### src/design/dmxfws_pkg.sv
// Shared types and constants of the DMX512 frame word serializer.
`default_nettype none

package dmxfws_pkg;

  localparam int CNT_W       = 10;
  localparam int BYTE_W      = 8;
  localparam int WORD_W      = 16;
  localparam int RUN_W       = 4;
  localparam int CFG_IDX_W   = 2;
  localparam int CFG_DATA_W  = 10;
  localparam int WCFG_W      = 5;

  localparam int QDEPTH      = 4;
  localparam int QPTR_W      = $clog2(QDEPTH);
  localparam int QCNT_W      = $clog2(QDEPTH + 1);

  localparam int DEF_MAX_SLOTS = 512;

  localparam logic [CFG_IDX_W-1:0] CFG_MARK_BEFORE = 2'd0;
  localparam logic [CFG_IDX_W-1:0] CFG_BREAK       = 2'd1;
  localparam logic [CFG_IDX_W-1:0] CFG_MAX_CHAN    = 2'd2;

  localparam logic [WORD_W-1:0] WORD_MARK  = 16'hFFFF;
  localparam logic [WORD_W-1:0] WORD_BREAK = 16'h0000;
  localparam logic [WORD_W-1:0] WORD_MAB   = 16'h000E;
  localparam logic [WORD_W-1:0] WORD_START = 16'h00FE;
  localparam logic [BYTE_W-1:0] LOW_CONT   = 8'hFE;
  localparam logic [BYTE_W-1:0] LOW_END    = 8'hFF;

  // One queued job: an optional preamble followed by an optional channel word.
  typedef struct packed {
    logic              pre;
    logic [RUN_W-1:0]  mbb_m1;
    logic [RUN_W-1:0]  brk_m1;
    logic              send;
    logic [BYTE_W-1:0] data;
    logic              closes;
  } entry_t;

  typedef struct packed {
    logic full;
    logic empty;
  } qstat_t;

  typedef enum logic [2:0] {
    PH_ENTRY,
    PH_MARK,
    PH_BREAK,
    PH_MAB,
    PH_START,
    PH_CHAN
  } phase_t;

endpackage

`default_nettype wire

### src/design/dmxfws_front.sv
// Front end: configuration registers, frame bookkeeping and job classification.
`default_nettype none

module dmxfws_front #(
  parameter int MAX_SLOTS = dmxfws_pkg::DEF_MAX_SLOTS
) (
  input  wire logic                                  clk,
  input  wire logic                                  rst,
  input  wire logic                                  cfg_valid,
  output logic                                       cfg_ready,
  input  wire logic [dmxfws_pkg::CFG_IDX_W-1:0]      cfg_index,
  input  wire logic [dmxfws_pkg::CFG_DATA_W-1:0]     cfg_data,
  input  wire logic                                  item_valid,
  output logic                                       item_ready,
  input  wire logic [dmxfws_pkg::BYTE_W-1:0]         channel_value,
  input  wire logic                                  first_of_frame,
  input  wire logic                                  last_of_frame,
  input  wire dmxfws_pkg::qstat_t                    qstat,
  output logic                                       push,
  output dmxfws_pkg::entry_t                         entry
);

  localparam logic [dmxfws_pkg::CNT_W-1:0] SlotsLim = dmxfws_pkg::CNT_W'(MAX_SLOTS);

  logic [dmxfws_pkg::WCFG_W-1:0] mark_before_words;
  logic [dmxfws_pkg::WCFG_W-1:0] break_words;
  logic [dmxfws_pkg::CNT_W-1:0]  max_channels;
  logic [dmxfws_pkg::CNT_W-1:0]  sent_channel_count;
  logic                          dropping_rest;

  logic [dmxfws_pkg::CNT_W-1:0]  limit;
  logic [dmxfws_pkg::CNT_W-1:0]  cnt0;
  logic [dmxfws_pkg::CNT_W-1:0]  cnt1;
  logic [dmxfws_pkg::RUN_W-1:0]  mbb_m1;
  logic [dmxfws_pkg::RUN_W-1:0]  brk_m1;
  logic [dmxfws_pkg::BYTE_W-1:0] rev;
  logic                          drop1;
  logic                          send;
  logic                          closes;
  logic                          take;

  assign cfg_ready = 1'b1;

  always_ff @(posedge clk) begin
    if (rst) begin
      mark_before_words <= dmxfws_pkg::WCFG_W'(1);
      break_words       <= dmxfws_pkg::WCFG_W'(1);
      max_channels      <= dmxfws_pkg::CNT_W'(512);
    end else if (cfg_valid) begin
      case (cfg_index)
        dmxfws_pkg::CFG_MARK_BEFORE: mark_before_words <= cfg_data[dmxfws_pkg::WCFG_W-1:0];
        dmxfws_pkg::CFG_BREAK:       break_words       <= cfg_data[dmxfws_pkg::WCFG_W-1:0];
        dmxfws_pkg::CFG_MAX_CHAN:    max_channels      <= cfg_data;
        default: ;
      endcase
    end
  end

  // Word counts saturate to 1..16 and are kept as count minus one.
  always_comb begin
    if (mark_before_words == '0) begin
      mbb_m1 = '0;
    end else if (mark_before_words > dmxfws_pkg::WCFG_W'(16)) begin
      mbb_m1 = '1;
    end else begin
      mbb_m1 = dmxfws_pkg::RUN_W'(mark_before_words - dmxfws_pkg::WCFG_W'(1));
    end
    if (break_words == '0) begin
      brk_m1 = '0;
    end else if (break_words > dmxfws_pkg::WCFG_W'(16)) begin
      brk_m1 = '1;
    end else begin
      brk_m1 = dmxfws_pkg::RUN_W'(break_words - dmxfws_pkg::WCFG_W'(1));
    end
    if (max_channels == '0) begin
      limit = dmxfws_pkg::CNT_W'(1);
    end else if (max_channels > SlotsLim) begin
      limit = SlotsLim;
    end else begin
      limit = max_channels;
    end
  end

  always_comb begin
    for (int i = 0; i < dmxfws_pkg::BYTE_W; i++) begin
      rev[i] = channel_value[dmxfws_pkg::BYTE_W-1-i];
    end
  end

  // A frame start clears the count; a count at limit or a closed frame drops a byte.
  always_comb begin
    cnt0   = first_of_frame ? '0 : sent_channel_count;
    drop1  = (!first_of_frame && dropping_rest) || (cnt0 >= limit);
    send   = !drop1;
    cnt1   = cnt0 + dmxfws_pkg::CNT_W'(1);
    closes = last_of_frame || (cnt1 >= limit);
  end

  assign item_ready = !qstat.full;
  assign take       = item_valid && item_ready;
  assign push       = take && (first_of_frame || send);

  always_comb begin
    entry.pre    = first_of_frame;
    entry.mbb_m1 = mbb_m1;
    entry.brk_m1 = brk_m1;
    entry.send   = send;
    entry.data   = rev;
    entry.closes = closes;
  end

  always_ff @(posedge clk) begin
    if (rst) begin
      sent_channel_count <= '0;
      dropping_rest      <= 1'b0;
    end else if (take) begin
      sent_channel_count <= send ? cnt1 : cnt0;
      dropping_rest      <= drop1 || (send && closes);
    end
  end

endmodule

`default_nettype wire

### src/design/dmxfws_queue.sv
// Short job queue between the front end and the word sequencer.
`default_nettype none

module dmxfws_queue (
  input  wire logic               clk,
  input  wire logic               rst,
  input  wire logic               push,
  input  wire dmxfws_pkg::entry_t push_entry,
  input  wire logic               pop,
  output dmxfws_pkg::entry_t      head,
  output dmxfws_pkg::qstat_t      qstat
);

  dmxfws_pkg::entry_t               slots [dmxfws_pkg::QDEPTH];
  logic [dmxfws_pkg::QPTR_W-1:0]    wr_ptr;
  logic [dmxfws_pkg::QPTR_W-1:0]    rd_ptr;
  logic [dmxfws_pkg::QCNT_W-1:0]    count;

  assign qstat.full  = (count == dmxfws_pkg::QCNT_W'(dmxfws_pkg::QDEPTH));
  assign qstat.empty = (count == '0);
  assign head        = slots[rd_ptr];

  always_ff @(posedge clk) begin
    if (push) begin
      slots[wr_ptr] <= push_entry;
    end
  end

  always_ff @(posedge clk) begin
    if (rst) begin
      wr_ptr <= '0;
      rd_ptr <= '0;
      count  <= '0;
    end else begin
      if (push) begin
        wr_ptr <= wr_ptr + dmxfws_pkg::QPTR_W'(1);
      end
      if (pop) begin
        rd_ptr <= rd_ptr + dmxfws_pkg::QPTR_W'(1);
      end
      case ({push, pop})
        2'b10:   count <= count + dmxfws_pkg::QCNT_W'(1);
        2'b01:   count <= count - dmxfws_pkg::QCNT_W'(1);
        default: count <= count;
      endcase
    end
  end

endmodule

`default_nettype wire

### src/design/dmxfws_back.sv
// Back end: expands queued jobs into line words through a registered output stage.
`default_nettype none

module dmxfws_back (
  input  wire logic                             clk,
  input  wire logic                             rst,
  input  wire dmxfws_pkg::entry_t               head,
  input  wire dmxfws_pkg::qstat_t               qstat,
  output logic                                  pop,
  output logic                                  word_valid,
  input  wire logic                             word_ready,
  output logic [dmxfws_pkg::WORD_W-1:0]         line_word,
  output logic                                  run_last,
  output logic                                  frame_end
);

  dmxfws_pkg::phase_t            state, state_next, eff;
  logic [dmxfws_pkg::RUN_W-1:0]  cnt, cnt_next, eff_cnt;
  logic                          emit;
  logic                          done;
  logic [dmxfws_pkg::WORD_W-1:0] word;
  logic                          fend;

  assign emit = !qstat.empty && (!word_valid || word_ready);
  assign pop  = emit && done;

  always_ff @(posedge clk) begin
    if (rst) begin
      state <= dmxfws_pkg::PH_ENTRY;
      cnt   <= '0;
    end else begin
      state <= state_next;
      cnt   <= cnt_next;
    end
  end

  always_comb begin
    if (state == dmxfws_pkg::PH_ENTRY) begin
      eff     = head.pre ? dmxfws_pkg::PH_MARK : dmxfws_pkg::PH_CHAN;
      eff_cnt = '0;
    end else begin
      eff     = state;
      eff_cnt = cnt;
    end
    word       = dmxfws_pkg::WORD_MARK;
    fend       = 1'b0;
    done       = 1'b0;
    state_next = state;
    cnt_next   = cnt;
    case (eff)
      dmxfws_pkg::PH_MARK: begin
        word = dmxfws_pkg::WORD_MARK;
        if (emit) begin
          state_next = (eff_cnt == head.mbb_m1) ? dmxfws_pkg::PH_BREAK : dmxfws_pkg::PH_MARK;
          cnt_next   = (eff_cnt == head.mbb_m1) ? '0 : eff_cnt + dmxfws_pkg::RUN_W'(1);
        end
      end
      dmxfws_pkg::PH_BREAK: begin
        word = dmxfws_pkg::WORD_BREAK;
        if (emit) begin
          state_next = (eff_cnt == head.brk_m1) ? dmxfws_pkg::PH_MAB : dmxfws_pkg::PH_BREAK;
          cnt_next   = (eff_cnt == head.brk_m1) ? '0 : eff_cnt + dmxfws_pkg::RUN_W'(1);
        end
      end
      dmxfws_pkg::PH_MAB: begin
        word = dmxfws_pkg::WORD_MAB;
        if (emit) begin
          state_next = dmxfws_pkg::PH_START;
        end
      end
      dmxfws_pkg::PH_START: begin
        word = dmxfws_pkg::WORD_START;
        done = !head.send;
        if (emit) begin
          state_next = head.send ? dmxfws_pkg::PH_CHAN : dmxfws_pkg::PH_ENTRY;
        end
      end
      dmxfws_pkg::PH_CHAN: begin
        word = {head.data, head.closes ? dmxfws_pkg::LOW_END : dmxfws_pkg::LOW_CONT};
        fend = head.closes;
        done = 1'b1;
        if (emit) begin
          state_next = dmxfws_pkg::PH_ENTRY;
          cnt_next   = '0;
        end
      end
      default: begin
        word = dmxfws_pkg::WORD_MARK;
        if (emit) begin
          state_next = dmxfws_pkg::PH_ENTRY;
        end
      end
    endcase
  end

  always_ff @(posedge clk) begin
    if (rst) begin
      word_valid <= 1'b0;
    end else if (emit) begin
      word_valid <= 1'b1;
    end else if (word_ready) begin
      word_valid <= 1'b0;
    end
  end

  always_ff @(posedge clk) begin
    if (emit) begin
      line_word <= word;
      run_last  <= done;
      frame_end <= fend;
    end
  end

endmodule

`default_nettype wire

### src/design/dmx512_frame_word_serializer.sv
// Top level of the DMX512 frame word serializer.
//
// Channel bytes arrive as beats on the item channel (item_valid/item_ready) with
// first_of_frame and last_of_frame marks. Each accepted beat yields zero or more
// 16-bit line words on the word channel (word_valid/word_ready), MSB first on the
// line. A beat that opens a frame yields mark_before_words idle words, break_words
// break words, the mark-after-break word and the start-code word ahead of its own
// channel word. A plain channel beat yields only its channel word; bytes past the
// frame's end take no sequencer time at all. Rate is set by the sequencer, which
// emits one word a cycle while word_ready stays high, so a run of channel bytes
// streams at one beat per cycle under that condition.
// A beat's first word passes the job queue, then the output register. The
// front end classifies beats into a four-entry queue, so item_ready only drops
// when that queue is full. When the receiver stalls, the output register holds
// its word and the queue fills, after which input beats are held off.
// Configuration writes are accepted every cycle (cfg_ready is tied high) and must
// only be issued while the block is idle. Reset restores the register defaults
// (one mark word, one break word, 512 channels) and empties the queue.
`default_nettype none

module dmx512_frame_word_serializer #(
  parameter int MAX_SLOTS = dmxfws_pkg::DEF_MAX_SLOTS
) (
  input  wire logic                                  clk,
  input  wire logic                                  rst,
  input  wire logic                                  cfg_valid,
  output logic                                       cfg_ready,
  input  wire logic [dmxfws_pkg::CFG_IDX_W-1:0]      cfg_index,
  input  wire logic [dmxfws_pkg::CFG_DATA_W-1:0]     cfg_data,
  input  wire logic                                  item_valid,
  output logic                                       item_ready,
  input  wire logic [dmxfws_pkg::BYTE_W-1:0]         channel_value,
  input  wire logic                                  first_of_frame,
  input  wire logic                                  last_of_frame,
  output logic                                       word_valid,
  input  wire logic                                  word_ready,
  output logic [dmxfws_pkg::WORD_W-1:0]              line_word,
  output logic                                       run_last,
  output logic                                       frame_end
);

  dmxfws_pkg::entry_t push_entry;
  dmxfws_pkg::entry_t head;
  dmxfws_pkg::qstat_t qstat;
  logic               push;
  logic               pop;

  // The front end owns the registers and the per-frame channel count.
  dmxfws_front #(
    .MAX_SLOTS (MAX_SLOTS)
  ) u_front (
    .clk            (clk),
    .rst            (rst),
    .cfg_valid      (cfg_valid),
    .cfg_ready      (cfg_ready),
    .cfg_index      (cfg_index),
    .cfg_data       (cfg_data),
    .item_valid     (item_valid),
    .item_ready     (item_ready),
    .channel_value  (channel_value),
    .first_of_frame (first_of_frame),
    .last_of_frame  (last_of_frame),
    .qstat          (qstat),
    .push           (push),
    .entry          (push_entry)
  );

  dmxfws_queue u_queue (
    .clk        (clk),
    .rst        (rst),
    .push       (push),
    .push_entry (push_entry),
    .pop        (pop),
    .head       (head),
    .qstat      (qstat)
  );

  // The back end walks the head job word by word and pops it on its last word.
  dmxfws_back u_back (
    .clk        (clk),
    .rst        (rst),
    .head       (head),
    .qstat      (qstat),
    .pop        (pop),
    .word_valid (word_valid),
    .word_ready (word_ready),
    .line_word  (line_word),
    .run_last   (run_last),
    .frame_end  (frame_end)
  );

  // The front end must never write into a full queue.
  assert property (@(posedge clk) disable iff (rst) push |-> !qstat.full)
    else $error("job pushed into a full queue");

  // The sequencer only retires a job that is present.
  assert property (@(posedge clk) disable iff (rst) pop |-> !qstat.empty)
    else $error("job popped from an empty queue");

  // A word that closes the frame is always the final word of its beat and ends at mark.
  assert property (@(posedge clk) disable iff (rst)
    (word_valid && frame_end) |-> (run_last && line_word[7:0] == dmxfws_pkg::LOW_END))
    else $error("frame end word is malformed");

endmodule

`default_nettype wire
### config.mk
export PLATFORM = sky130hd
export DESIGN_NAME = dmx512_frame_word_serializer
export DESIGN_NICKNAME = d
export VERILOG_FILES = /design/src/design/dmxfws_pkg.sv /design/src/design/dmxfws_front.sv /design/src/design/dmxfws_queue.sv /design/src/design/dmxfws_back.sv /design/src/design/dmx512_frame_word_serializer.sv
export SDC_FILE = /design/constraint.sdc
export NUM_CORES = 1
export LEC_CHECK = 0
export ABC_AREA = 0
export ABC_CLOCK_PERIOD_IN_PS = 4510
export BUFFER_PORTS_ARGS = -buffer_cell sky130_fd_sc_hd__buf_2
export CORE_MARGIN = 2
export CORE_UTILIZATION = 45
export CTS_CLUSTER_SIZE = 16
export DETAILED_ROUTE_END_ITERATION = 12
export MAX_ROUTING_LAYER = met4
export PLACE_DENSITY = 0.65
export SYNTH_ARGS = -nofsm -noshare
export SYNTH_HDL_FRONTEND = slang
export SYNTH_SLANG_ARGS = --single-unit
### constraint.sdc
create_clock -name clk -period 4.51 [get_ports clk]
set_input_delay 0.902 -clock clk [delete_from_list [all_inputs] [get_ports clk]]
set_output_delay 0.902 -clock clk [all_outputs]
set_load 0.05 [all_outputs]
# Yosys cells after proc, flatten, opt, wreduce, memory -nomap -nowiden
# Memories as Yosys holds them, arrays and structs flattened. A register that Yosys moved wholly into a read port is not among the register bits.
# Cells that the tools add are included.
# Widths: inputs -> output; s select.
[op_classes]
n_addsub = 8
n_eq_ne = 15
n_mux = 36
reduce_logical = 30
order_cmp = 5
[op_table]
columns = ["operator", "n"]
rows = [
  ["$pmux 16 s4", 1],
  ["$mux 10", 4],
  ["$mux 4", 10],
  ["$mux 3", 8],
  ["$ge 10x10->1", 2],
  ["$pmux 3 s4", 1],
  ["$pmux 4 s3", 1],
  ["$add 10x1->10 const B", 1],
  ["$gt 10x10->1 const B", 1],
  ["$gt 5x5->1 const B", 2],
  ["$logic_not 10->1", 1],
  ["$logic_not 5->1", 2],
  ["$eq 3x3->1 const B", 3],
  ["$eq 4x4->1", 2],
  ["$sub 4x1->4 const B", 2],
  ["$eq 3x2->1 const B", 2],
  ["$logic_and 1x1->1", 6],
  ["$logic_not 1->1", 6],
  ["$logic_not 3->1", 2],
  ["$mux 1", 6],
  ["$mux 2", 3],
  ["$ne 2x1->1 const B", 3],
  ["$pmux 3 s2", 1],
  ["$reduce_and 2->1", 3],
  ["other kinds (13)", 21],
]
[totals]
wordCells = 109
reg_bits = 64
n_memories = 1
inputBits = 27
ramBits = 76
out_inout_bits = 21
[mem_list]
columns = ["name", "words", "width", "rd", "rd_ports_with_merged_regs", "wr", "line_no", "rtl"]
rows = [
  ["u_queue.slots", 4, 19, 1, 1, 1, "dmxfws_queue.sv:14", "dmxfws_pkg::entry_t slots [dmxfws_pkg::QDEPTH];"],
]

# Logic depth before layout (Yosys ltp)
# Gate-level depths: netlist of run 1.
[depth]
depth_word = 10
depth_mapped = 17
mapped_depth_nobuf = 17

# Cells and area by module
# A second synthesis of run 1 with hierarchy kept.
[hier_totals]
hier_cells = 587
hier_area_um2 = 7008.0
[modules_own_cells]
columns = ["mod", "area_each_um2", "cells_each", "seq_area_each_um2", "instances"]
rows = [
  ["dmxfws_queue", 3219.3, 146, 2462.4, 1],
  ["dmxfws_front", 2498.6, 302, 620.6, 1],
  ["dmxfws_back", 1290.0, 139, 550.5, 1],
]

# Least setup slack after synthesis of run 1
# OpenSTA, ideal clock, no wires.
[synth_timing]
path_type = "input-to-reg"
start = "input first_of_frame"
end = "register u_queue.count[2] in the netlist's numbering"
cell_stages = 17
setup_slack_ps = 685
t_arrival_ps = 3755
path_buffers = 2
setup_time_ps = 70
cell_sequence = "buf_2 clkbuf_1 nand2b_1 ha_1 nand2b_1 a21oi_1 o21ai_0 a31oi_1 o211ai_1 nand2_1 inv_1 ha_1 inv_1 fa_1 xor2_1 or3_1 a21oi_1"
[synth_via]
elab_chain_cells = 8
elab_cells_between_ends = 12
classes_between = "1 x order compare; 2 x eq/ne; 2 x mux; 7 x reduce/logical"
[synth_lines]
columns = ["element", "line_no", "rtl"]
rows = [
  ["from (decl)", "dmx512_frame_word_serializer.sv:33", "input wire logic first_of_frame,"],
  ["$mux 10 or $logic_not 1->1 (tied branches)", "dmxfws_front.sv:92, dmxfws_front.sv:93", ""],
  ["$ge 10x10->1 or $logic_and 1x1->1 (tied branches)", "dmxfws_front.sv:93", "drop1 = (!first_of_frame && dropping_rest) || (cnt0 >= limit);"],
  ["$logic_or 1x1->1", "dmxfws_front.sv:93", ""],
  ["$logic_not 1->1", "dmxfws_front.sv:94", "send = !drop1;"],
  ["$logic_or 1x1->1 (*)", "dmxfws_front.sv:101", "assign push = take && (first_of_frame || send);"],
  ["$logic_and 1x1->1 (*)", "dmxfws_front.sv:101", ""],
  ["$eq 2x1->1 or $eq 2x2->1 (tied branches)", "dmxfws_queue.sv:41", "case ({push, pop})"],
  ["$pmux 3 s2 or $reduce_bool 2->1 (tied branches)", "-", ""],
  ["to (signal assigned)", "dmxfws_queue.sv:42", "2'b10: count <= count + dmxfws_pkg::QCNT_W'(1);"],
  ["to (signal assigned)", "dmxfws_queue.sv:43", "2'b01: count <= count - dmxfws_pkg::QCNT_W'(1);"],
  ["to (signal assigned)", "dmxfws_queue.sv:44", "default: count <= count;"],
  ["to (decl)", "dmxfws_queue.sv:17", "logic [dmxfws_pkg::QCNT_W-1:0] count;"],
]
# Every way passes the cells marked *; elsewhere a longest branch is shown, timed or not.
# A chain may end at the register's enable or synchronous reset.

# Worst setup path in the final report of run 1
[layout_timing]
start = "register u_front.max_channels[5] in the netlist's numbering"
end = "register u_queue.count[2] in the netlist's numbering"
[layout_via]
elab_chain_cells = 10
elab_cells_between_ends = 13
classes_between = "2 x order compare; 2 x eq/ne; 3 x mux; 6 x reduce/logical"
[layout_lines]
columns = ["element", "line_no", "rtl"]
rows = [
  ["from (decl)", "dmxfws_front.sv:27", "logic [dmxfws_pkg::CNT_W-1:0] max_channels;"],
  ["from (signal assigned)", "dmxfws_front.sv:48", "max_channels <= dmxfws_pkg::CNT_W'(512);"],
  ["from (signal assigned)", "dmxfws_front.sv:53", "dmxfws_pkg::CFG_MAX_CHAN: max_channels <= cfg_data;"],
  ["$gt 10x10->1", "dmxfws_front.sv:77", "end else if (max_channels > SlotsLim) begin"],
  ["$mux 10", "dmxfws_front.sv:77", ""],
  ["$mux 10 (*)", "dmxfws_front.sv:75", "if (max_channels == '0) begin"],
  ["$ge 10x10->1 (*)", "dmxfws_front.sv:93", ""],
  ["$logic_or 1x1->1 (*)", "dmxfws_front.sv:93", ""],
  ["$logic_not 1->1 (*)", "dmxfws_front.sv:94", ""],
  ["$logic_or 1x1->1 (*)", "dmxfws_front.sv:101", ""],
  ["$logic_and 1x1->1 (*)", "dmxfws_front.sv:101", ""],
  ["$eq 2x1->1 or $eq 2x2->1 (tied branches)", "dmxfws_queue.sv:41", ""],
  ["$pmux 3 s2 or $reduce_bool 2->1 (tied branches)", "-", ""],
]
# Marks and branches as above.

==> results of run 1 <==
-- stage by stage --
stage	hold WS, ns	instances
CTS	0.479	795
floorplan	0.443	554
detailed placement	0.471	763
global route	0.496	795
global placement	0.456	763
finish	0.479	795
-- where the power goes --
part           internal [µW]  leakage (µW)  switching, µW
combinational            401       0.00136            757
sequential              1590       0.00121            115
clock                    894      0.000287            506
-- final cells by class --
type | instances | share of cell area, %
flip-flops and latches | 137 | 48.2
multi-input cells | 359 | 35.4
clock buffers | 20 | 6.06
repair buffers | 53 | 3.75
well taps | 184 | 3.06
clock inverters | 12 | 1.96
inverters | 30 | 1.50
-- cell families after synthesis --
logic type / share of synthesized area [%]
AO/OA/AOI/OAI: 8.53
other: 0.0572
multiplexers: 10.3
AND/OR/NAND/NOR: 13.7
adder cells (fa/ha/maj): 5.84
flip-flops: 55.4
XOR/XNOR: 2.27
buffers and inverters: 3.95
-- state kept, by name (all words and copies together) (netlist names), 2 cells and up, named ones only --
signal                      count
u_back.line_word               11
u_queue.wr_ptr                  2
u_front.mark_before_words       5
u_back.cnt                      4
u_queue.slots                  76
u_queue.rd_ptr                  2
u_back.state                    3
u_front.break_words             5
u_front.sent_channel_count     10
u_queue.count                   3
u_front.max_channels           10
-- worst register-to-register path: cells and delay by family, from the launching register on --
| family | cells | cell delay, ns |
|---|---|---|
| adder cells (fa/ha/maj) | 3 | 0.75 |
| buffers and inverters | 2 | 0.17 |
| XOR/XNOR | 1 | 0.16 |
| flip-flops | 1 | 0.33 |
| AO/OA/AOI/OAI | 6 | 1.09 |
| AND/OR/NAND/NOR | 5 | 1.12 |
-- Yosys cell counts (8+ instances only) --
cell type	number	area share (%)
edfxtp_1	89	41
dfxtp_1	48	15
nand2_1	43	2.5
nor2_1	41	2.3
o21ai_0	30	2.3
ha_1	29	5.5
inv_1	29	1.7
a21oi_1	25	1.9
mux2i_1	22	3.4
nand3_1	17	1.3
mux4_2	15	5.1
clkbuf_1	14	0.80
nand2b_1	13	1.2
nor3_1	12	0.92
nor2b_1	11	1.0
xnor2_1	10	1.3
nand3b_1	9	1.0
a31oi_1	8	0.76
and2_1	8	0.76
-- path summary, 6_finish.rpt --
kind                  endpoint  slack, ns  cells past startpoint
min reg2reg  u_back.word_valid       0.48                      2
min          u_back.word_valid       0.48                      2
max reg2reg   u_queue.count[2]       0.80                     17
max           u_queue.count[2]       0.80                     17
-- metal layers --
layer | vias up | global-route usage [%] | share of wire [%]
met3 | 14 | 3.44 | 4.0
li1 | 2115 | - | -
met4 | 0 | 6.94 | 1.7
met2 | 110 | 28.5 | 47
met5 | - | - | 0
met1 | 2085 | 23.0 | 47
==> parameters.txt, run 1 <==
Parameter                              Value

Critical path
  Top delay family on crit path    simple AND/OR/NAND/NOR gates
  Startpoint Class    flip-flop
  WS Path Type    reg2reg
  Type of element capturing the critical path    flip-flop
  CP Data Required Time    4.84 ns
  Critical Path Most Common Cell    a21oi_1
  Critical-path maximum fanout    8
  Beginning of the worst register-to-register path    u_front.max_channels[5]
  CP peak stage delay    0.38 ns
  Beginning of the critical path    u_front.max_channels[5]
  Crit path arrival time    4.04 ns
  CP bufs+invs    2
  Cells along the critical path    nor4_1, nand3_1, a21oi_1, ha_1, nand2b_1, a21oi_1, o21ai_0, a31oi_1, o211ai_1, nand2_1, inv_1, ha_1, inv_1, fa_1, xor2_1, or3_1, a21oi_1
  CP max stage cell    fa_1

STA
  Final setup margin    0.803 ns
  Max Clock Skew    0.00689 ns
  Transition time at the pin with the least slew margin    0.992 ns
  Final critical-path required period    3.71 ns
  Unrepaired setup endpoints after global routing    false
  Number of hold violations in the final report    0
  Final Cycle Share    82.2%
  Peak clock frequency supported by timing    270 MHz
  Final setup violation count    0
  Relative max-transition margin    33.9%
  Max Slew Vio Count    0
  Accumulated negative setup slack    0 ns

Route
  Initial DRC Count    388
  TritonRoute pass-1 iters    5
  Drt drc    0
  Post-detailed-route via-to-cell ratio    5.44
  Final antenna-violating net count    0
  Via count    4324
  Detailed Route WL    12800 µm
  Average detailed-routed wire length per instance    16.1 µm

Layout
  Layout fillers    1228
  Most frequent standard cell in the layout excluding fill and tap cells    edfxtp_1
  Cell area after layout    0.00753 mm²
  Share of final-layout standard cells stronger than drive strength 1    16.9%
  Layout area overhead    14.8%
  Final Util    52.4%
  Area taken by multi-input logic gates    0.00267 mm²
  Area occupied by registers    0.00363 mm²
  Post-layout nets    655
  Ant diodes    0
  Top library cells by usage in the layout, fill and taps aside    89 x edfxtp_1, 48 x dfxtp_1, 46 x buf_2

Clock network
  Number of hold buffers added after cts    0
  Clock transition at the register clock pins on the worst setup and hold paths after CTS    0.06 ns
  Maximum clock path buffer count    2
  Library cell used as clock root buffer    clkbuf_16
  CTS H-tree depth    4
  Clock buffer count from CTS    17
  Clock tree from TritonCTS    done
  Setup repair bufs after CTS    0
  Source-to-sink clock delay at the later pin of the worst-skew pair    0.41 ns
  CTS Sinks    137
  Post-cts repair resize count    0

Die
  Y dimension of the die    125 µm
  Number of primary I/O pins    48
  Core region area    0.0144 mm²
  Die X-Extent    125 µm
  Std cell rows    44
  Area enclosed by the die boundary    0.0156 mm²
  Initial cell density of the core    45.7%

Power and ir drop
  Largest voltage drop on the vdd net    298 µV
  Pleak    0.00285 µW
  Total power of the final layout    4270 µW
  Power density normalized to cell area    566 mW/mm²

Yosys
  Netlist area before placement    0.00656 mm²
  Proportion of synthesized chip area in sequential cells    55.4%
  Predominant post-synthesis flop cell    edfxtp_1
  Count of mapped cells out of synthesis    554
  Fraction of registers with async set/reset    0%
  Netlist cell types    57
  Yosys reg bits    137
  Synthesized area per cell    11.8 µm²
  Net count after synthesis    611
  Number of enable-type register cells in the synthesized netlist    89
  Count of synthesis-stage warnings from yosys    0

Placed design
  Setup WS pre-CTS    0.525 ns
  Placement Cell Area    0.00693 mm²
  Detailed Place HPWL    8750 µm
  Count of input and output buffers    46
  Routability cong.    0.869

GRT
  Initial antenna violation count    0
  Global route total overflow    0
  Overall routing resource usage    18.0%
  Vias in the first global route    4208
  Largest net degree at the start of global routing    56
  Wire length of the first global-routing pass    21400 µm

Hold path
  Worst min-delay path class    reg2reg
  Launch instance of the worst min-delay path    u_back.word_valid

Status
  Status    completed

Run
  Number of maximum-capacitance constraint violations    0
Power figures use the tool's default switching activity.
==> run 2: changes to the inputs <==
--- a/config.mk
+++ b/config.mk
@@ -5,15 +5,15 @@
 export SDC_FILE = /design/constraint.sdc
 export NUM_CORES = 1
 export LEC_CHECK = 0
-export ABC_AREA = 0
-export ABC_CLOCK_PERIOD_IN_PS = 4510
+export ABC_AREA = 1
+export ABC_CLOCK_PERIOD_IN_PS = 3200
 export BUFFER_PORTS_ARGS = -buffer_cell sky130_fd_sc_hd__buf_2
 export CORE_MARGIN = 2
 export CORE_UTILIZATION = 45
 export CTS_CLUSTER_SIZE = 16
 export DETAILED_ROUTE_END_ITERATION = 12
 export MAX_ROUTING_LAYER = met4
-export PLACE_DENSITY = 0.65
+export PLACE_DENSITY = 0.68
 export SYNTH_ARGS = -nofsm -noshare
 export SYNTH_HDL_FRONTEND = slang
 export SYNTH_SLANG_ARGS = --single-unit
==> constraint.sdc (replaced) <==
create_clock -name clk -period 3.2 [get_ports clk]
set_input_delay 0.64 -clock clk [delete_from_list [all_inputs] [get_ports clk]]
set_output_delay 0.64 -clock clk [all_outputs]
set_load 0.05 [all_outputs]
==> parameters.txt, run 2 <==
Parameter                              Value

STA
  Relative max-transition margin    39.9%
  Final critical-path required period    3.10 ns
  Max Clock Skew    0.00857 ns
  Max Slew Vio Count    0
  Peak clock frequency supported by timing    323 MHz
  Number of hold violations in the final report    0
  Final Cycle Share    96.7%
  Unrepaired setup endpoints after global routing    true
  Final Hold Slack    0.424 ns
  Transition time at the pin with the least slew margin    0.901 ns
  Final setup violation count    0

GRT
  Largest net degree at the start of global routing    35
  Initial antenna violation count    0
  Overall routing resource usage    19.1%
  Global route total overflow    0
  Vias in the first global route    5106
  Wire length of the first global-routing pass    23600 µm

Hold path
  Hold path depth    1
  Endpoint of the worst hold path    u_queue.slots[3][1]
  Worst min-delay path class    in2reg
  Launch instance of the worst min-delay path    channel_value[7]

Clock network
  Maximum clock path buffer count    2
  Clock transition at the register clock pins on the worst setup and hold paths after CTS    0.06 ns
  Library cell used as clock root buffer    clkbuf_16
  Clock tree from TritonCTS    done
  CTS H-tree depth    4
  CTS Sinks    137
  Source-to-sink clock delay at the later pin of the worst-skew pair    0.43 ns
  Clock buffer count from CTS    17

Layout
  Share of final-layout standard cells stronger than drive strength 1    21.7%
  Final non-filler cell total    1032
  Max reg flops    76
  Most frequent standard cell in the layout excluding fill and tap cells    nand2_1
  Top library cells by usage in the layout, fill and taps aside    166 x nand2_1, 89 x edfxtp_1, 74 x inv_1
  Registers with the highest flip-flop counts    u_queue.slots: 76 flops, u_back.line_word: 11 flops
  Post-layout nets    892
  Ant diodes    0
  Layout area overhead    20.7%
  Top register by number of flip-flops    u_queue.slots

Critical path
  WS Path Type    reg2reg
  Critical-path maximum fanout    7
  Beginning of the worst register-to-register path    u_front.max_channels[1]
  Startpoint Class    flip-flop
  Critical register-to-register path endpoint    u_queue.count[2]
  Crit path arrival time    3.42 ns
  Type of element capturing the critical path    flip-flop
  Setup slack of the most critical reg-to-reg path    0.10 ns
  CP Data Required Time    3.52 ns
  Worst reg2reg path depth    19

Yosys
  Cells taking the most area after synthesis    edfxtp_1 39%, dfxtp_1 14%, nand2_1 9.4%
  Net count after synthesis    809
  Commonest cells in the netlist    170 x nand2_1, 89 x edfxtp_1, 76 x inv_1, 62 x nor2_1, 58 x o21ai_0
  Fraction of registers with async set/reset    0%
  Count of mapped cells out of synthesis    752
  Proportion of synthesized chip area in sequential cells    53.6%
  Library cell with the largest summed area after synthesis    edfxtp_1
  Netlist area before placement    0.00677 mm²
  Predominant post-synthesis flop cell    edfxtp_1
  Yosys reg bits    137
  Synthesized area per cell    9.01 µm²
  Area share of the largest cell type after synthesis    39.5%
  Netlist cell types    43
  Top-count cell post-synth    nand2_1
  Number of enable-type register cells in the synthesized netlist    89
  Count of synthesis-stage warnings from yosys    0

Die
  Area enclosed by the die boundary    0.0160 mm²
  Die X-Extent    127 µm
  Std cell rows    44
  Number of primary I/O pins    48
  Core region area    0.0146 mm²
  Y dimension of the die    127 µm
  Initial cell density of the core    46.2%

Route
  Drt drc    0
  Average detailed-routed wire length per instance    13.8 µm
  Via count    5231
  TritonRoute pass-1 iters    7
  Initial DRC Count    353
  Final antenna-violating net count    0
  Detailed Route WL    14300 µm
  Post-detailed-route via-to-cell ratio    5.07

Placed design
  Detailed Place HPWL    9710 µm
  Count of input and output buffers    46
  Post-Place Cells    995
  Routability cong.    0.889

Power and ir drop
  Power density normalized to cell area    814 mW/mm²
  Total power of the final layout    6650 µW
  Largest voltage drop on the vdd net    374 µV
  Pleak    0.00350 µW

Status
  Status    completed

Run
  Number of maximum-capacitance constraint violations    0
==> run 2: timing repair <==
action | 4_1_cts | 5_1_grt
hold buffers | 0 | 0
setup buffers | 1 | 4
pin swaps | 1 | 18
gates resized for setup | 4 | 28
endpoints found under the setup margin | 1 | 2
==> run 2: area by class of cell <==
class | count | area [µm²]
clock inverter | 14 | 219
fill | 1300 | 6470
sequential | 137 | 3640
timing repair buffer | 90 | 577
inverter | 90 | 343
tap | 184 | 230
clock buffer | 18 | 429
multi-input combinational | 499 | 2740
==> run 2: how the worst max path moves through the flow <==
stage               depth (start not counted)                   to                     from  slack (ns)
finish                                     19     u_queue.count[2]  u_front.max_channels[1]        0.10
global route                               19     u_queue.count[2]  u_front.max_channels[1]       -0.10
CTS                                        19     u_queue.count[2]  u_front.max_channels[0]       0.005
detailed placement                         19     u_queue.count[2]  u_front.max_channels[0]       -0.12
global placement                           19     u_queue.count[2]  u_front.max_channels[0]       -0.02
floorplan                                  11  u_queue.slots[0][0]           first_of_frame       -0.11
==> run 2: cell families (layout without fill, tap and decap cells) <==
family / count (synthesis) / count (layout) / share of synthesized area, %
adders and majority gates: 30 / 30 / 5.65
AOI/OAI and AO/OA: 133 / 133 / 10.8
xor gates and xnor gates: 8 / 8 / 1.03
other: 1 / 1 / 0.0554
buffers and inverters: 116 / 212 / 7.48
and+or+nand+nor: 327 / 327 / 21.4
DFF: 137 / 137 / 53.6
==> run 2: where the power goes <==
part	total (µW)	switching, µW	internal, µW
combinational	2150	1510	641
clock	2160	776	1390
sequential	2340	97.7	2240
==> run 2: routing by layer <==
layer | part of all wire, % | track usage, %
met1 | 45 | 23.0
met2 | 49 | 32.0
met3 | 4.3 | 4.01
met4 | 1.4 | 6.98
met5 | 0 | -
==> run 2: critical path, cell delays in order (launching register included) <==
cell and delay (ns):
dfxtp_2 0.31, or2_4 0.25, nor4_4 0.24, a21oi_2 0.12, inv_4 0.14, nand2_4 0.08
ha_4 0.25, nand4_1 0.13, nor3_2 0.18, o21ai_1 0.10, nand3_2 0.09, nand2_2 0.06
nand2_2 0.08, ha_4 0.14, inv_4 0.03, fa_2 0.37, a21oi_2 0.15, o21ai_2 0.07
o21ai_1 0.13, a21oi_1 0.05
==> run 2: through the flow <==
stage,util (%),instance area [µm²],worst slack (ns),setup TNS (ns)
2_1_floorplan,-,6780,-0.110,-8.35
3_3_place_gp,50.4,7380,-0.0244,-0.0244
3_5_place_dp,50.4,7380,-0.125,-0.125
4_1_cts,54.9,8040,0.00488,0
5_1_grt,55.8,8170,-0.103,-1.30
6_report,55.8,8170,0.105,0
==> run 3: changes to the inputs <==
--- a/config.mk
+++ b/config.mk
@@ -8,12 +8,14 @@
 export ABC_AREA = 1
 export ABC_CLOCK_PERIOD_IN_PS = 3200
 export BUFFER_PORTS_ARGS = -buffer_cell sky130_fd_sc_hd__buf_2
+export CELL_PAD_IN_SITES_DETAIL_PLACEMENT = 0
+export CELL_PAD_IN_SITES_GLOBAL_PLACEMENT = 1
 export CORE_MARGIN = 2
-export CORE_UTILIZATION = 45
+export CORE_UTILIZATION = 42
 export CTS_CLUSTER_SIZE = 16
 export DETAILED_ROUTE_END_ITERATION = 12
 export MAX_ROUTING_LAYER = met4
-export PLACE_DENSITY = 0.68
+export PLACE_DENSITY = 0.79
 export SYNTH_ARGS = -nofsm -noshare
 export SYNTH_HDL_FRONTEND = slang
 export SYNTH_SLANG_ARGS = --single-unit
==> parameters.txt, run 3 (synthesis results as in run 2) <==
Parameter                              Value

Clock network
  Clock tree from TritonCTS    done
  Number of hold buffers added after cts    0
  Clock buffer count from CTS    17
  CTS H-tree depth    4
  Maximum clock path buffer count    2
  CTS Sinks    137
  Clock transition at the register clock pins on the worst setup and hold paths after CTS    0.06 ns
  Library cell used as clock root buffer    clkbuf_16
  Source-to-sink clock delay at the later pin of the worst-skew pair    0.42 ns

Layout
  Layout area overhead    21.2%
  Max reg flops    76
  Layout fillers    1470
  Most frequent standard cell in the layout excluding fill and tap cells    nand2_1
  Final Util    51.9%
  Share of final-layout standard cells stronger than drive strength 1    22.1%
  Top register by number of flip-flops    u_queue.slots
  Ant diodes    0
  Top library cells by usage in the layout, fill and taps aside    163 x nand2_1, 89 x edfxtp_1, 74 x inv_1
  Cell area after layout    0.00821 mm²
  Post-layout nets    894
  Registers with the highest flip-flop counts    u_queue.slots: 76 flops, u_back.line_word: 11 flops

Die
  Number of primary I/O pins    48
  Y dimension of the die    131 µm
  Initial cell density of the core    42.8%
  Std cell rows    46
  Area enclosed by the die boundary    0.0172 mm²
  Die X-Extent    131 µm
  Core region area    0.0158 mm²

Route
  Drt drc    0
  Via count    5320
  Final antenna-violating net count    0
  Detailed Route WL    14600 µm
  Average detailed-routed wire length per instance    13.7 µm
  Initial DRC Count    317
  TritonRoute pass-1 iters    5
  Post-detailed-route via-to-cell ratio    5.00

Critical path
  CP peak stage delay    0.37 ns
  Startpoint Class    flip-flop
  CP bufs+invs    2
  Critical-path maximum fanout    7
  WS Path Type    reg2reg
  Type of element capturing the critical path    flip-flop
  CP Data Required Time    3.50 ns
  CP max stage cell    fa_2
  Cells along the critical path    or2_4, nor4_4, a21oi_2, inv_4, nand2_2, ha_1, nand2_2, nor3_2, o21ai_1, nand3_2, nand2_2, nand2_2, ha_4, inv_4, fa_2, a21oi_2, o21ai_2, o21ai_1, a21oi_1
  Top delay family on crit path    simple AND/OR/NAND/NOR gates
  Critical Path Most Common Cell    nand2_2
  Crit path arrival time    3.37 ns

Placed design
  Routability cong.    0.868
  Detailed Place HPWL    10300 µm
  Placement Cell Area    0.00749 mm²
  Count of input and output buffers    46
  Setup WS pre-CTS    -0.132 ns

STA
  Unrepaired setup endpoints after global routing    true
  Max Slew Vio Count    0
  Max Clock Skew    0.0123 ns
  Number of hold violations in the final report    0
  Final setup margin    0.126 ns
  Final setup violation count    0
  Final Cycle Share    96.1%
  Transition time at the pin with the least slew margin    0.960 ns
  Final critical-path required period    3.07 ns
  Final Hold Slack    0.433 ns
  Peak clock frequency supported by timing    325 MHz
  Relative max-transition margin    35.9%

GRT
  Largest net degree at the start of global routing    35
  Wire length of the first global-routing pass    23900 µm
  Initial antenna violation count    0
  Global route total overflow    0
  Vias in the first global route    4943
  Overall routing resource usage    18.8%

Power and ir drop
  Power dissipated by switching net loads    2350 µW
  Power Internal    4100 µW
  Gate power share    33.3%
  Pleak    0.00349 µW
  Largest voltage drop on the vdd net    400 µV
  Sequential share of power    36.2%
  Clock group share of total power    30.6%
  Power density normalized to cell area    786 mW/mm²
  Share of total power consumed by net switching    36.5%

Status
  Status    completed

Hold path
  Worst min-delay path class    in2reg

Run
  Number of maximum-capacitance constraint violations    0
[run 3: cell types whose count changed in the layout (fill, tap and decap cells not counted), moves of 2 or more]
cell / before / now
buf_12: 1 / 4
bufinv_16: 5 / 3
clkinvlp_4: 1 / 3
nand2_1: 166 / 163
nand2_2: 12 / 15
nor2_2: 2 / 4
[run 3: power groups by stage]
stage	logic, µW	clock network (µW)	registers [µW]
after floorplan	1280	0	2660
after global placement	2050	0	2370
after detailed placement	2090	0	2370
after CTS	2100	2000	2340
after global routing	2400	2090	2370
final	2150	1970	2330
[run 3: area by class of cell]
| cell class | count | area (µm²) | area share, % |
|---|---|---|---|
| Tap cell | 216 | 270 | 3.29 |
| Clock buffer | 17 | 425 | 5.18 |
| Clock inverter | 14 | 173 | 2.10 |
| Timing Repair Buffer | 92 | 626 | 7.62 |
| Inverter | 90 | 343 | 4.17 |
| Multi-Input combinational cell | 499 | 2740 | 33.4 |
| Sequential cell | 137 | 3640 | 44.3 |
[run 3: repair_timing]
| action | CTS | global route |
|---|---|---|
| setup buffers | 0 | 2 |
| gates resized for setup | 8 | 24 |
| pin swaps | 2 | 16 |
| endpoints found under the hold margin | 0 | 0 |
| setup endpoints to repair | 2 | 2 |
[run 3: path summary, 6_finish.rpt]
check | startpoint | endpoint | slack, ns | cells past startpoint
worst max-delay path | u_front.max_channels[1] | u_queue.count[2] | 0.13 | 19
worst min-delay path | channel_value[4] | u_queue.slots[0][4] | 0.43 | 1
worst max register to register | u_front.max_channels[1] | u_queue.count[2] | 0.13 | 19
worst min register to register | u_front.sent_channel_count[0] | u_front.sent_channel_count[0] | 0.46 | 2
[run 3: metal layers]
layer	track usage [%]	share of wire, %	routed length, µm	up-vias
met3	3.46	4.0	591	19
met4	7.82	1.9	273	0
met1	23.1	46	6670	2493
li1	-	-	-	2683
met5	-	0	0	-
met2	30.6	48	7090	125
[run 3: through the flow]
step,total power (µW),setup TNS (ns),cells
2_1_floorplan,3940,-8.35,752
3_3_place_gp,4410,-0.0730,1032
3_5_place_dp,4460,-0.157,1032
4_1_cts,6440,0,1063
5_1_grt,6860,-0.174,1065
6_report,6450,0,1065
